$ cat config.mk
export PLATFORM = sky130hd
export DESIGN_NAME = bounded_ordered_list_top_flat
export DESIGN_NICKNAME = d
export VERILOG_FILES = /design/src/sv/bol_pkg.sv /design/src/sv/bol_req_if.sv /design/src/sv/bol_rsp_if.sv /design/src/sv/bounded_ordered_list_top.sv /design/src/sv/bol_ram.sv /design/src/sv/bol_ctrl.sv /design/src/flat_wrapper.sv
export SDC_FILE = /design/constraint.sdc
export NUM_CORES = 2
export LEC_CHECK = 0
export BUFFER_PORTS_ARGS = -buffer_cell sky130_fd_sc_hd__buf_2
export CAP_MARGIN = 10
export CORE_MARGIN = 2
export CORE_UTILIZATION = 55
export CTS_CLUSTER_DIAMETER = 80
export CTS_CLUSTER_SIZE = 8
export DETAILED_ROUTE_END_ITERATION = 8
export GPL_TIMING_DRIVEN = 0
export PLACE_DENSITY = 0.71
export RECOVER_POWER = 50
export SLEW_MARGIN = 30
export SYNTH_ARGS = -nofsm -noshare
export SYNTH_HDL_FRONTEND = slang
export SYNTH_HIERARCHICAL = 1
export SYNTH_SLANG_ARGS = --single-unit
export TNS_END_PERCENT = 20
$ cat constraint.sdc
create_clock -name clk -period 7.3 [get_ports clk]
set_input_delay 0.73 -clock clk [delete_from_list [all_inputs] [get_ports clk]]
set_output_delay 0.73 -clock clk [all_outputs]
set_load 0.01 [all_outputs]
$ cat src/sv/bol_pkg.sv
`timescale 1ns / 1ps

package bol_pkg;

  localparam int CAPACITY = 64;
  localparam int IDX_W    = (CAPACITY > 2) ? $clog2(CAPACITY) : 1;
  localparam int CNT_W    = $clog2(CAPACITY + 1);
  localparam int SUM_W    = CNT_W + 1;
  localparam int DATA_W   = 32;

  typedef enum logic [2:0] {
    OP_PUSH_FRONT = 3'd0,
    OP_PUSH_BACK  = 3'd1,
    OP_POP_FRONT  = 3'd2,
    OP_POP_BACK   = 3'd3,
    OP_INSERT     = 3'd4,
    OP_SEARCH     = 3'd5
  } op_t;

  typedef enum logic [1:0] {
    ST_OK     = 2'd0,
    ST_EMPTY  = 2'd1,
    ST_BADPOS = 2'd2,
    ST_FULL   = 2'd3
  } status_t;

  typedef enum logic [2:0] {
    S_IDLE,
    S_INS_RD,
    S_INS_WR,
    S_INS_PUT,
    S_SRCH_RD,
    S_SRCH_CMP,
    S_RESP
  } state_t;

  localparam logic [6:0] NOT_FOUND = 7'h7F;

  typedef struct packed {
    logic              we;
    logic [IDX_W-1:0]  waddr;
    logic [DATA_W-1:0] wdata;
    logic [IDX_W-1:0]  raddr;
  } ram_req_t;

  // logical position -> physical slot of the circular buffer
  function automatic logic [IDX_W-1:0] phys(input logic [IDX_W-1:0] head,
                                            input logic [CNT_W-1:0] lpos);
    logic [SUM_W-1:0] s;
    s = SUM_W'(head) + SUM_W'(lpos);
    if (s >= SUM_W'(CAPACITY)) s = s - SUM_W'(CAPACITY);
    return s[IDX_W-1:0];
  endfunction

endpackage

$ cat src/sv/bol_req_if.sv
`timescale 1ns / 1ps

interface bol_req_if;
  logic        valid;
  logic        ready;
  logic [2:0]  operation;
  logic signed [31:0] value;
  logic [6:0]  position;
  logic signed [31:0] key;

  modport source (output valid, operation, value, position, key, input ready);
  modport sink   (input valid, operation, value, position, key, output ready);
endinterface

$ cat src/sv/bol_rsp_if.sv
`timescale 1ns / 1ps

interface bol_rsp_if;
  logic        valid;
  logic        ready;
  logic [1:0]  status;
  logic signed [6:0] found_index;
  logic [6:0]  entry_count;

  modport source (output valid, status, found_index, entry_count, input ready);
  modport sink   (input valid, status, found_index, entry_count, output ready);
endinterface

$ cat src/sv/bounded_ordered_list_top.sv
`timescale 1ns / 1ps

// Bounded ordered list of up to CAPACITY signed 32-bit values, kept as a
// circular buffer in one single-port-read RAM with a head pointer and a
// count. One request is handled at a time. Push front/back, pop front/back,
// refused requests and unused codes go straight from the input transfer
// to the result state. An insert at position p moves each entry from the
// end down to p one slot back (one RAM read plus one write per entry), then
// writes the new value at p; an insert at the end is written directly. A
// search compares entries from index 0 on until a match or the last one,
// skipped on an empty list. A finished result sits in an output register,
// so the next request is taken while it waits.
module bounded_ordered_list_top (
  input logic         clk,
  input logic         rst_n,
  bol_req_if.sink     in_ch,
  bol_rsp_if.source   out_ch
);

  bol_pkg::ram_req_t          ram_req;
  logic [bol_pkg::DATA_W-1:0] ram_rdata;

  // sequencer: pointers, count, shift and search sweeps
  bol_ctrl u_ctrl (
    .clk       (clk),
    .rst_n     (rst_n),
    .in_ch     (in_ch),
    .out_ch    (out_ch),
    .ram_req   (ram_req),
    .ram_rdata (ram_rdata)
  );

  // entry storage, contents undefined until written
  bol_ram #(
    .WIDTH (bol_pkg::DATA_W),
    .DEPTH (bol_pkg::CAPACITY)
  ) u_ram (
    .clk   (clk),
    .we    (ram_req.we),
    .waddr (ram_req.waddr),
    .wdata (ram_req.wdata),
    .raddr (ram_req.raddr),
    .rdata (ram_rdata)
  );

`ifndef SYNTH
  // full status only with a full list
  a_full_count: assert property (@(posedge clk) disable iff (!rst_n)
    out_ch.valid && out_ch.status == bol_pkg::ST_FULL |->
      out_ch.entry_count == 7'(bol_pkg::CAPACITY))
    else $error("full status with list not full");

  // empty status only with an empty list
  a_empty_count: assert property (@(posedge clk) disable iff (!rst_n)
    out_ch.valid && out_ch.status == bol_pkg::ST_EMPTY |-> out_ch.entry_count == 7'd0)
    else $error("empty status with entries held");

  // a hit implies ok status and index below count
  a_hit_ok: assert property (@(posedge clk) disable iff (!rst_n)
    out_ch.valid && out_ch.found_index != bol_pkg::NOT_FOUND |->
      out_ch.status == bol_pkg::ST_OK && out_ch.found_index < out_ch.entry_count)
    else $error("bad search result");
`endif

endmodule

$ cat src/sv/bol_ram.sv
`timescale 1ns / 1ps

module bol_ram #(
  parameter int WIDTH = 32,
  parameter int DEPTH = 64
) (
  input  logic                     clk,
  input  logic                     we,
  input  logic [$clog2(DEPTH)-1:0] waddr,
  input  logic [WIDTH-1:0]         wdata,
  input  logic [$clog2(DEPTH)-1:0] raddr,
  output logic [WIDTH-1:0]         rdata
);

  logic [WIDTH-1:0] mem [DEPTH];

  always_ff @(posedge clk) begin
    if (we) mem[waddr] <= wdata;
    rdata <= mem[raddr];
  end

endmodule

$ cat src/sv/bol_ctrl.sv
`timescale 1ns / 1ps

module bol_ctrl (
  input  logic                          clk,
  input  logic                          rst_n,
  bol_req_if.sink                       in_ch,
  bol_rsp_if.source                     out_ch,
  output bol_pkg::ram_req_t             ram_req,
  input  logic [bol_pkg::DATA_W-1:0]    ram_rdata
);

  bol_pkg::state_t state_r, state_nxt;
  logic [bol_pkg::IDX_W-1:0]  head_r, head_nxt;
  logic [bol_pkg::CNT_W-1:0]  count_r, count_nxt;
  logic [bol_pkg::CNT_W-1:0]  j_r, j_nxt;
  logic [bol_pkg::CNT_W-1:0]  pos_r, pos_nxt;
  logic [bol_pkg::DATA_W-1:0] val_r, val_nxt;
  logic [bol_pkg::DATA_W-1:0] key_r, key_nxt;
  bol_pkg::status_t           res_status_r, res_status_nxt;
  logic [6:0]                 res_found_r, res_found_nxt;
  logic                       out_valid_r, out_valid_nxt;
  logic [1:0]                 out_status_r;
  logic [6:0]                 out_found_r, out_count_r;

  logic accept, full, empty, badpos, at_end, load;
  logic [bol_pkg::IDX_W-1:0] head_m1;
  bol_pkg::op_t op;

  assign op      = bol_pkg::op_t'(in_ch.operation);
  assign accept  = in_ch.valid && in_ch.ready;
  assign full    = (32'(count_r) >= 32'(bol_pkg::CAPACITY));
  assign empty   = (count_r == '0);
  assign badpos  = (32'(in_ch.position) > 32'(count_r));
  assign at_end  = (32'(in_ch.position) == 32'(count_r));
  assign head_m1 = (head_r == '0) ? bol_pkg::IDX_W'(bol_pkg::CAPACITY - 1)
                                  : head_r - 1'b1;
  assign load    = (state_r == bol_pkg::S_RESP) && (!out_valid_r || out_ch.ready);

  assign in_ch.ready        = (state_r == bol_pkg::S_IDLE);
  assign out_ch.valid       = out_valid_r;
  assign out_ch.status      = out_status_r;
  assign out_ch.found_index = out_found_r;
  assign out_ch.entry_count = out_count_r;

  // next state
  always_comb begin
    state_nxt = state_r;
    unique case (state_r)
      bol_pkg::S_IDLE: begin
        if (accept) begin
          state_nxt = bol_pkg::S_RESP;
          if (op == bol_pkg::OP_INSERT && !badpos && !full && !at_end)
            state_nxt = bol_pkg::S_INS_RD;
          if (op == bol_pkg::OP_SEARCH && !empty)
            state_nxt = bol_pkg::S_SRCH_RD;
        end
      end
      bol_pkg::S_INS_RD:  state_nxt = bol_pkg::S_INS_WR;
      bol_pkg::S_INS_WR:  state_nxt = (j_r - 1'b1 == pos_r) ? bol_pkg::S_INS_PUT
                                                           : bol_pkg::S_INS_RD;
      bol_pkg::S_INS_PUT: state_nxt = bol_pkg::S_RESP;
      bol_pkg::S_SRCH_RD: state_nxt = bol_pkg::S_SRCH_CMP;
      bol_pkg::S_SRCH_CMP: begin
        if (ram_rdata == key_r || j_r + 1'b1 == count_r) state_nxt = bol_pkg::S_RESP;
        else state_nxt = bol_pkg::S_SRCH_RD;
      end
      bol_pkg::S_RESP:    if (load) state_nxt = bol_pkg::S_IDLE;
      default:            state_nxt = bol_pkg::S_IDLE;
    endcase
  end

  // datapath and memory requests
  always_comb begin
    head_nxt       = head_r;
    count_nxt      = count_r;
    j_nxt          = j_r;
    pos_nxt        = pos_r;
    val_nxt        = val_r;
    key_nxt        = key_r;
    res_status_nxt = res_status_r;
    res_found_nxt  = res_found_r;
    ram_req.we     = 1'b0;
    ram_req.waddr  = bol_pkg::phys(head_r, count_r);
    ram_req.wdata  = in_ch.value;
    ram_req.raddr  = bol_pkg::phys(head_r, j_r);
    unique case (state_r)
      bol_pkg::S_IDLE: begin
        if (accept) begin
          res_status_nxt = bol_pkg::ST_OK;
          res_found_nxt  = bol_pkg::NOT_FOUND;
          val_nxt        = in_ch.value;
          key_nxt        = in_ch.key;
          pos_nxt        = bol_pkg::CNT_W'(in_ch.position);
          j_nxt          = count_r;
          unique case (op)
            bol_pkg::OP_PUSH_FRONT: begin
              if (full) res_status_nxt = bol_pkg::ST_FULL;
              else begin
                ram_req.we    = 1'b1;
                ram_req.waddr = head_m1;
                head_nxt      = head_m1;
                count_nxt     = count_r + 1'b1;
              end
            end
            bol_pkg::OP_PUSH_BACK: begin
              if (full) res_status_nxt = bol_pkg::ST_FULL;
              else begin
                ram_req.we = 1'b1;
                count_nxt  = count_r + 1'b1;
              end
            end
            bol_pkg::OP_POP_FRONT: begin
              if (empty) res_status_nxt = bol_pkg::ST_EMPTY;
              else begin
                head_nxt  = bol_pkg::phys(head_r, bol_pkg::CNT_W'(1));
                count_nxt = count_r - 1'b1;
              end
            end
            bol_pkg::OP_POP_BACK: begin
              if (empty) res_status_nxt = bol_pkg::ST_EMPTY;
              else count_nxt = count_r - 1'b1;
            end
            bol_pkg::OP_INSERT: begin
              if (badpos) res_status_nxt = bol_pkg::ST_BADPOS;
              else if (full) res_status_nxt = bol_pkg::ST_FULL;
              else if (at_end) begin
                ram_req.we = 1'b1;
                count_nxt  = count_r + 1'b1;
              end
            end
            bol_pkg::OP_SEARCH: j_nxt = '0;
            default: ;
          endcase
        end
      end
      bol_pkg::S_INS_RD: ram_req.raddr = bol_pkg::phys(head_r, j_r - 1'b1);
      bol_pkg::S_INS_WR: begin
        ram_req.we    = 1'b1;
        ram_req.waddr = bol_pkg::phys(head_r, j_r);
        ram_req.wdata = ram_rdata;
        j_nxt         = j_r - 1'b1;
      end
      bol_pkg::S_INS_PUT: begin
        ram_req.we    = 1'b1;
        ram_req.waddr = bol_pkg::phys(head_r, pos_r);
        ram_req.wdata = val_r;
        count_nxt     = count_r + 1'b1;
      end
      bol_pkg::S_SRCH_RD: ;
      bol_pkg::S_SRCH_CMP: begin
        if (ram_rdata == key_r) res_found_nxt = 7'(j_r);
        j_nxt = j_r + 1'b1;
      end
      bol_pkg::S_RESP: ;
      default: ;
    endcase
  end

  always_comb begin
    out_valid_nxt = out_valid_r;
    if (out_ch.ready) out_valid_nxt = 1'b0;
    if (load) out_valid_nxt = 1'b1;
  end

  always_ff @(posedge clk) begin
    if (!rst_n) begin
      state_r     <= bol_pkg::S_IDLE;
      head_r      <= '0;
      count_r     <= '0;
      out_valid_r <= 1'b0;
    end else begin
      state_r     <= state_nxt;
      head_r      <= head_nxt;
      count_r     <= count_nxt;
      out_valid_r <= out_valid_nxt;
    end
  end

  always_ff @(posedge clk) begin
    j_r          <= j_nxt;
    pos_r        <= pos_nxt;
    val_r        <= val_nxt;
    key_r        <= key_nxt;
    res_status_r <= res_status_nxt;
    res_found_r  <= res_found_nxt;
    if (load) begin
      out_status_r <= res_status_r;
      out_found_r  <= res_found_r;
      out_count_r  <= 7'(count_r);
    end
  end

endmodule
$ cat src/flat_wrapper.sv
// flat-port wrapper written by rule: the top's interface ports become plain ports
module bounded_ordered_list_top_flat 
  (clk, rst_n, in_ch_valid, in_ch_operation, in_ch_value, in_ch_position, in_ch_key, in_ch_ready, out_ch_valid, out_ch_status, out_ch_found_index, out_ch_entry_count, out_ch_ready);
  bol_req_if in_ch_i ();
  bol_rsp_if out_ch_i ();
  input logic clk;
  input logic rst_n;
  input wire logic [$bits(in_ch_i.valid)-1:0] in_ch_valid;
  input wire logic [$bits(in_ch_i.operation)-1:0] in_ch_operation;
  input wire logic [$bits(in_ch_i.value)-1:0] in_ch_value;
  input wire logic [$bits(in_ch_i.position)-1:0] in_ch_position;
  input wire logic [$bits(in_ch_i.key)-1:0] in_ch_key;
  output wire logic [$bits(in_ch_i.ready)-1:0] in_ch_ready;
  output wire logic [$bits(out_ch_i.valid)-1:0] out_ch_valid;
  output wire logic [$bits(out_ch_i.status)-1:0] out_ch_status;
  output wire logic [$bits(out_ch_i.found_index)-1:0] out_ch_found_index;
  output wire logic [$bits(out_ch_i.entry_count)-1:0] out_ch_entry_count;
  input wire logic [$bits(out_ch_i.ready)-1:0] out_ch_ready;
  assign in_ch_i.valid = in_ch_valid;
  assign in_ch_i.operation = in_ch_operation;
  assign in_ch_i.value = in_ch_value;
  assign in_ch_i.position = in_ch_position;
  assign in_ch_i.key = in_ch_key;
  assign in_ch_ready = in_ch_i.ready;
  assign out_ch_valid = out_ch_i.valid;
  assign out_ch_status = out_ch_i.status;
  assign out_ch_found_index = out_ch_i.found_index;
  assign out_ch_entry_count = out_ch_i.entry_count;
  assign out_ch_i.ready = out_ch_ready;
  bounded_ordered_list_top u_core (.clk(clk), .rst_n(rst_n), .in_ch(in_ch_i), .out_ch(out_ch_i));
endmodule
### Yosys cells after proc, flatten, opt, wreduce, memory -nomap -nowiden

Memory sizes are Yosys's and may differ from the RTL's. A register that Yosys moved wholly into a read port is not among the register bits.
Cells that the tools add are included.

* RAM bits: 2048
* input bits: 78
* memories kept: 1
* word-level logic and storage cells: 141
* register bits after elaboration: 120

* reductions and logical operators: 30
* $add $sub $neg: 15
* mux-type cells: 49
* $lt $le $gt $ge: 7
* eq/ne operators: 26

Memories
* u_core.u_ram.mem: depth 64, width 32, read ports 1, clocked after Yosys merged registers in 1, write ports 1, RTL line bol_ram.sv:15 `logic [WIDTH-1:0] mem [DEPTH];`

Operators by type and width (count)
* $mux W7: 12
* $pmux W32 S2: 1
* $pmux W7 S3: 3
* $mux W6: 10
* $sub A6 B1 Y6 const B: 6
* $add A6 B7 Y8: 4
* $eq A32 B32 Y1: 1
* $ge A8 B7 Y1 const B: 4
* $pmux W7 S2: 2
* $eq A7 B7 Y1: 3
* $pmux W3 S7: 1
* $eq A3 B3 Y1 const B: 5
* $ne A3 B3 Y1 const B: 5
* $add A7 B1 Y7 const B: 2
* $ge A7 B7 Y1 const B: 2
* $sub A7 B1 Y7 const B: 2
* $eq A3 B2 Y1 const B: 4
* $mux W3: 4
* $pmux W6 S2: 1
* $mux W1: 9
* $mux W2: 4
* $ne A2 B2 Y1 const B: 4
* $reduce_and A8 Y1: 1
* $reduce_bool A2 Y1: 4
* other kinds (18): 33

### Logic depth before layout (Yosys ltp)

* depth after elaboration: 9
* depth in mapped cells: 17

### Modules after synthesis

Netlist, hierarchy kept.

By module, submodules not included
* bol_ram: seq. area each 62139.6 um^2, area each 78888.2 um^2, times used 1, cells each 3572
* bol_ctrl: seq. area each 3433.3 um^2, area each 7364.6 um^2, times used 1, cells each 704

### Least setup slack after synthesis

OpenSTA, ideal clock, no wires.

* kind: register -> register
* start point: reg u_core/u_ctrl/head_r[1] (netlist name)
* end point: mem u_core.u_ram.mem[44][0], enable pin
* clock period less this slack: 5.058 ns
* setup time: 0.461 ns
* stages on the path, launching flop included: 11
* arrival time: 4.597 ns
* slack: 2.242 ns
* cells stage by stage: dfxtp_1 inv_1 fa_1 o21bai_1 a21oi_1 xnor2_1 a21oi_1 o21ai_0 clkbuf_1 nand4b_1 nor3_1

RTL lines
* from (decl): RTL line bol_ctrl.sv:13 `logic [bol_pkg::IDX_W-1:0] head_r, head_nxt;`
* from (signal assigned): RTL line bol_ctrl.sv:173 `head_r <= head_nxt;`
* to (decl): RTL line bol_ram.sv:15

==> results_dict.tcl <==
set metrics [dict create \
    hold_violations 0 \
    yosysSeqAreaShare 0.760 \
    slew_headroom -1.03 \
    ioPinCount 96 \
    post_cts_buffers 0 \
    min_path_type "in -> reg" \
    yosys_warnings 6 \
    clk_pin_slew_ns 0.05 \
    drcViolationCount 0 \
    p_total_mw 47.6 \
    grt_pass1_vias 50100 \
    place_congestion 0.926 \
    portBuffers 92 \
    irDropWorstVdd_v 0.000320 \
    fp-row-count 145 \
    async_reset_ff_frac 0 \
    ys_top_cells_by_area "edfxtp_1 75%, mux4_2 12%, mux2i_1 1.9%" \
    required_ns 7.79 \
    yosysTopAreaCellShare 0.749 \
    crit_path_start_kind "flip-flop" \
    worst_clock_skew_ns 0.0963 \
    dr_total_vias 50000 \
    grt_pass1_wl_microns 381000 \
    area_growth_pct 19.0 \
    hpwl_microns 185000 \
    yosys.cell_types.count 77 \
    synth_edf_count 2151 \
    min_period_over_period 0.924 \
    clockBufferDepth 4 \
    cts_tree "yes" \
    power.leakage_nw 32.9 \
    placed_area_sq_um 95400 \
    drv_slew 667 \
    core-area_sq_um 156000 \
    antenna_found_initial 12 \
    end_kind "flip-flop" \
    yosys.area.top_type "edfxtp_1" \
    synth_ff_type "edfxtp_1" \
    final_net_count 5103 \
    grt_max_degree 45 \
    final.min_clock_period_ns 6.74 \
    violations "capacitance limit, slew limit" \
    cts.sinks 2200 \
    avgRoutedWirePerCell_microns 38.7 \
    p_per_area_nw_per_um2 463 \
    htreeDepth 5 \
    outcome "finished with violations" \
    ctsResizeCount 0 \
    worstSkewPairLatency_ns 0.94 \
    ys_seq_elements 2200 \
    crit_arrival_ns 7.24 \
    syn_area_per_cell_sq_um 20.2 \
    setup_viol 0 \
    start_util 0.553 \
    critPathKind "reg -> reg" \
    reg2reg_slack_ns 0.56 \
    synthCells 4276 \
    antenna_left 0 \
    synth_area_sq_um 86300 \
    rsz0062_at_grt "no" \
    drive_above_1_share 0.244 \
    track_usage 0.348 \
    clockRootBuffer "clkbuf_16" \
    cts_buffers 326 \
    die_area_sq_um 160000 \
    fmax_mhz 148 \
    overflow 0 \
    worstMarginPinSlew_ns 3.01 \
    die_x_microns 400 \
    syn_nets 4392 \
    drt_wl_total_microns 275000 \
    max_cap_viol_count 39 \
    postLayoutCellArea_sq_um 103000 \
    cp_max_fo 25 \
    vias_per_cell 7.02 \
    drtIter0Drc 8298 \
    chipHeight_microns 400 \
    drt_pre_antenna_iters 7 \
]
cells by family after synthesis:
kind of cell | count (synthesis) | synth area share
mux | 634 | 0.139
fa+ha+maj | 38 | 0.00586
buf+inv | 275 | 0.0163
simple gates | 595 | 0.0350
compound gates | 458 | 0.0358
xor+xnor | 76 | 0.00821
flops | 2200 | 0.760
metrics by stage:
| step | hold WS [ns] | cells | TNS [ns] | setup slack (ns) | util |
|---|---|---|---|---|---|
| finish | 0.0600 | 7120 | 0 | 0.556 | 0.658 |
| global route | 0.0306 | 7109 | 0 | 0.508 | 0.658 |
| CTS | 0.000861 | 7107 | 0 | 0.981 | 0.670 |
| detailed placement | 0.406 | 6669 | 0 | 1.09 | 0.611 |
| global placement | 0.403 | 6426 | -2372.88 | -2.64 | 0.572 |
| floorplan | 0.400 | 4276 | 0 | 2.24 | - |
sequential cells by signal, summed over array words and instances, names as in the netlist, 3 cells and up:
signal,count
u_core/u_ram/mem,2048
u_core/u_ctrl/j_r,7
u_core/u_ctrl/res_found_r,7
u_core/u_ctrl/out_ch.entry_count,7
u_core/u_ctrl/val_r,32
u_core/u_ctrl/key_r,32
u_core/u_ctrl/out_ch.found_index,7
u_core/u_ctrl/count_r,7
u_core/u_ctrl/state_r,3
u_core/u_ram/rdata,32
u_core/u_ctrl/pos_r,7
u_core/u_ctrl/head_r,6
layout make-up:
type | instances | area [sq um]
flip-flops and latches | 2200 | 65600
fillers | 9663 | 53300
multi-input cells | 1801 | 19800
clock buffers | 381 | 8490
repair buffers | 383 | 4620
well taps | 2058 | 2570
plain buffers | 250 | 1330
clock inverters | 10 | 124
inverters | 25 | 93.8
diodes | 12 | 30.0
final timing paths:
check	start	to	cells past startpoint
worst max-delay path	u_core/u_ctrl/state_r[0]$_SDFFE_PN0P_	u_core/u_ram/mem[37][17]$_DFFE_PP_	7
worst min-delay path	in_ch_key[18]	u_core/u_ctrl/key_r[18]$_DFFE_PP_	1
worst min register to register	u_core/u_ctrl/res_status_r[1]$_DFFE_PP_	u_core/u_ctrl/out_ch.status[1]$_DFFE_PP_	0
worst max register to register	u_core/u_ctrl/state_r[0]$_SDFFE_PN0P_	u_core/u_ram/mem[37][17]$_DFFE_PP_	7
worst max-delay path, cell delays in order, from the launching register on:
cell,delay (ns)
dfxtp_1,0.30
clkbuf_1,0.30
clkbuf_1,0.43
clkbuf_1,1.21
mux2i_1,0.27
o21ai_0,1.79
clkbuf_1,1.02
clkbuf_1,1.00
cells in the final DEF (no fill, tap or decap), types with 63 or more instances in the layout:
cell       instances
buf_4             74
o22ai_1           69
mux4_2           446
buf_2             72
nand2_1          151
nand3_1           86
clkbuf_1         301
nor2_1            63
o21ai_0          102
mux2i_1          165
edfxtp_1        2151
buf_16            99
clkbuf_16        332
a22oi_1           74
where the power goes:
group | internal, mW | switching [mW] | total (mW)
clock network | 8.06 | 5.07 | 13.1
logic | 6.16 | 12.5 | 18.6
registers | 15.5 | 0.279 | 15.8
total | 29.7 | 17.8 | 47.6
Yosys cell counts, drive strengths merged (7+ instances only):
master / instances
a22oi: 74
nor2b: 39
nand3b: 7
mux2i: 165
nand3: 86
mux2: 23
nand4: 51
nand2: 151
nor3b: 11
and2: 15
o221ai: 48
o22a: 7
nand2b: 22
ha: 34
dfxtp: 49
a211oi: 29
o21ai: 102
or2: 9
mux4: 446
xnor2: 33
o41ai: 9
xor2: 40
a31oi: 25
buf: 112
a211o: 7
nor2: 119
clkbuf: 138
a21oi: 44
edfxtp: 2151
or4: 8
o22ai: 69
and3: 19
inv: 24
or3: 9
nor3: 25
layer usage:
layer | track usage | vias up | part of all wire
li1 | - | 19100 | -
met1 | 0.440 | 25500 | 0.33
met2 | 0.517 | 4360 | 0.45
met3 | 0.115 | 990 | 0.14
met4 | 0.227 | 12 | 0.082
met5 | 0 | - | 0.0012
timing repair:
action                                 in CTS  in global routing
setup endpoints to repair                   0                  0
endpoints found under the hold margin      47                  0
hold buffers                               47                  0
Power figures use the tool's default switching activity.
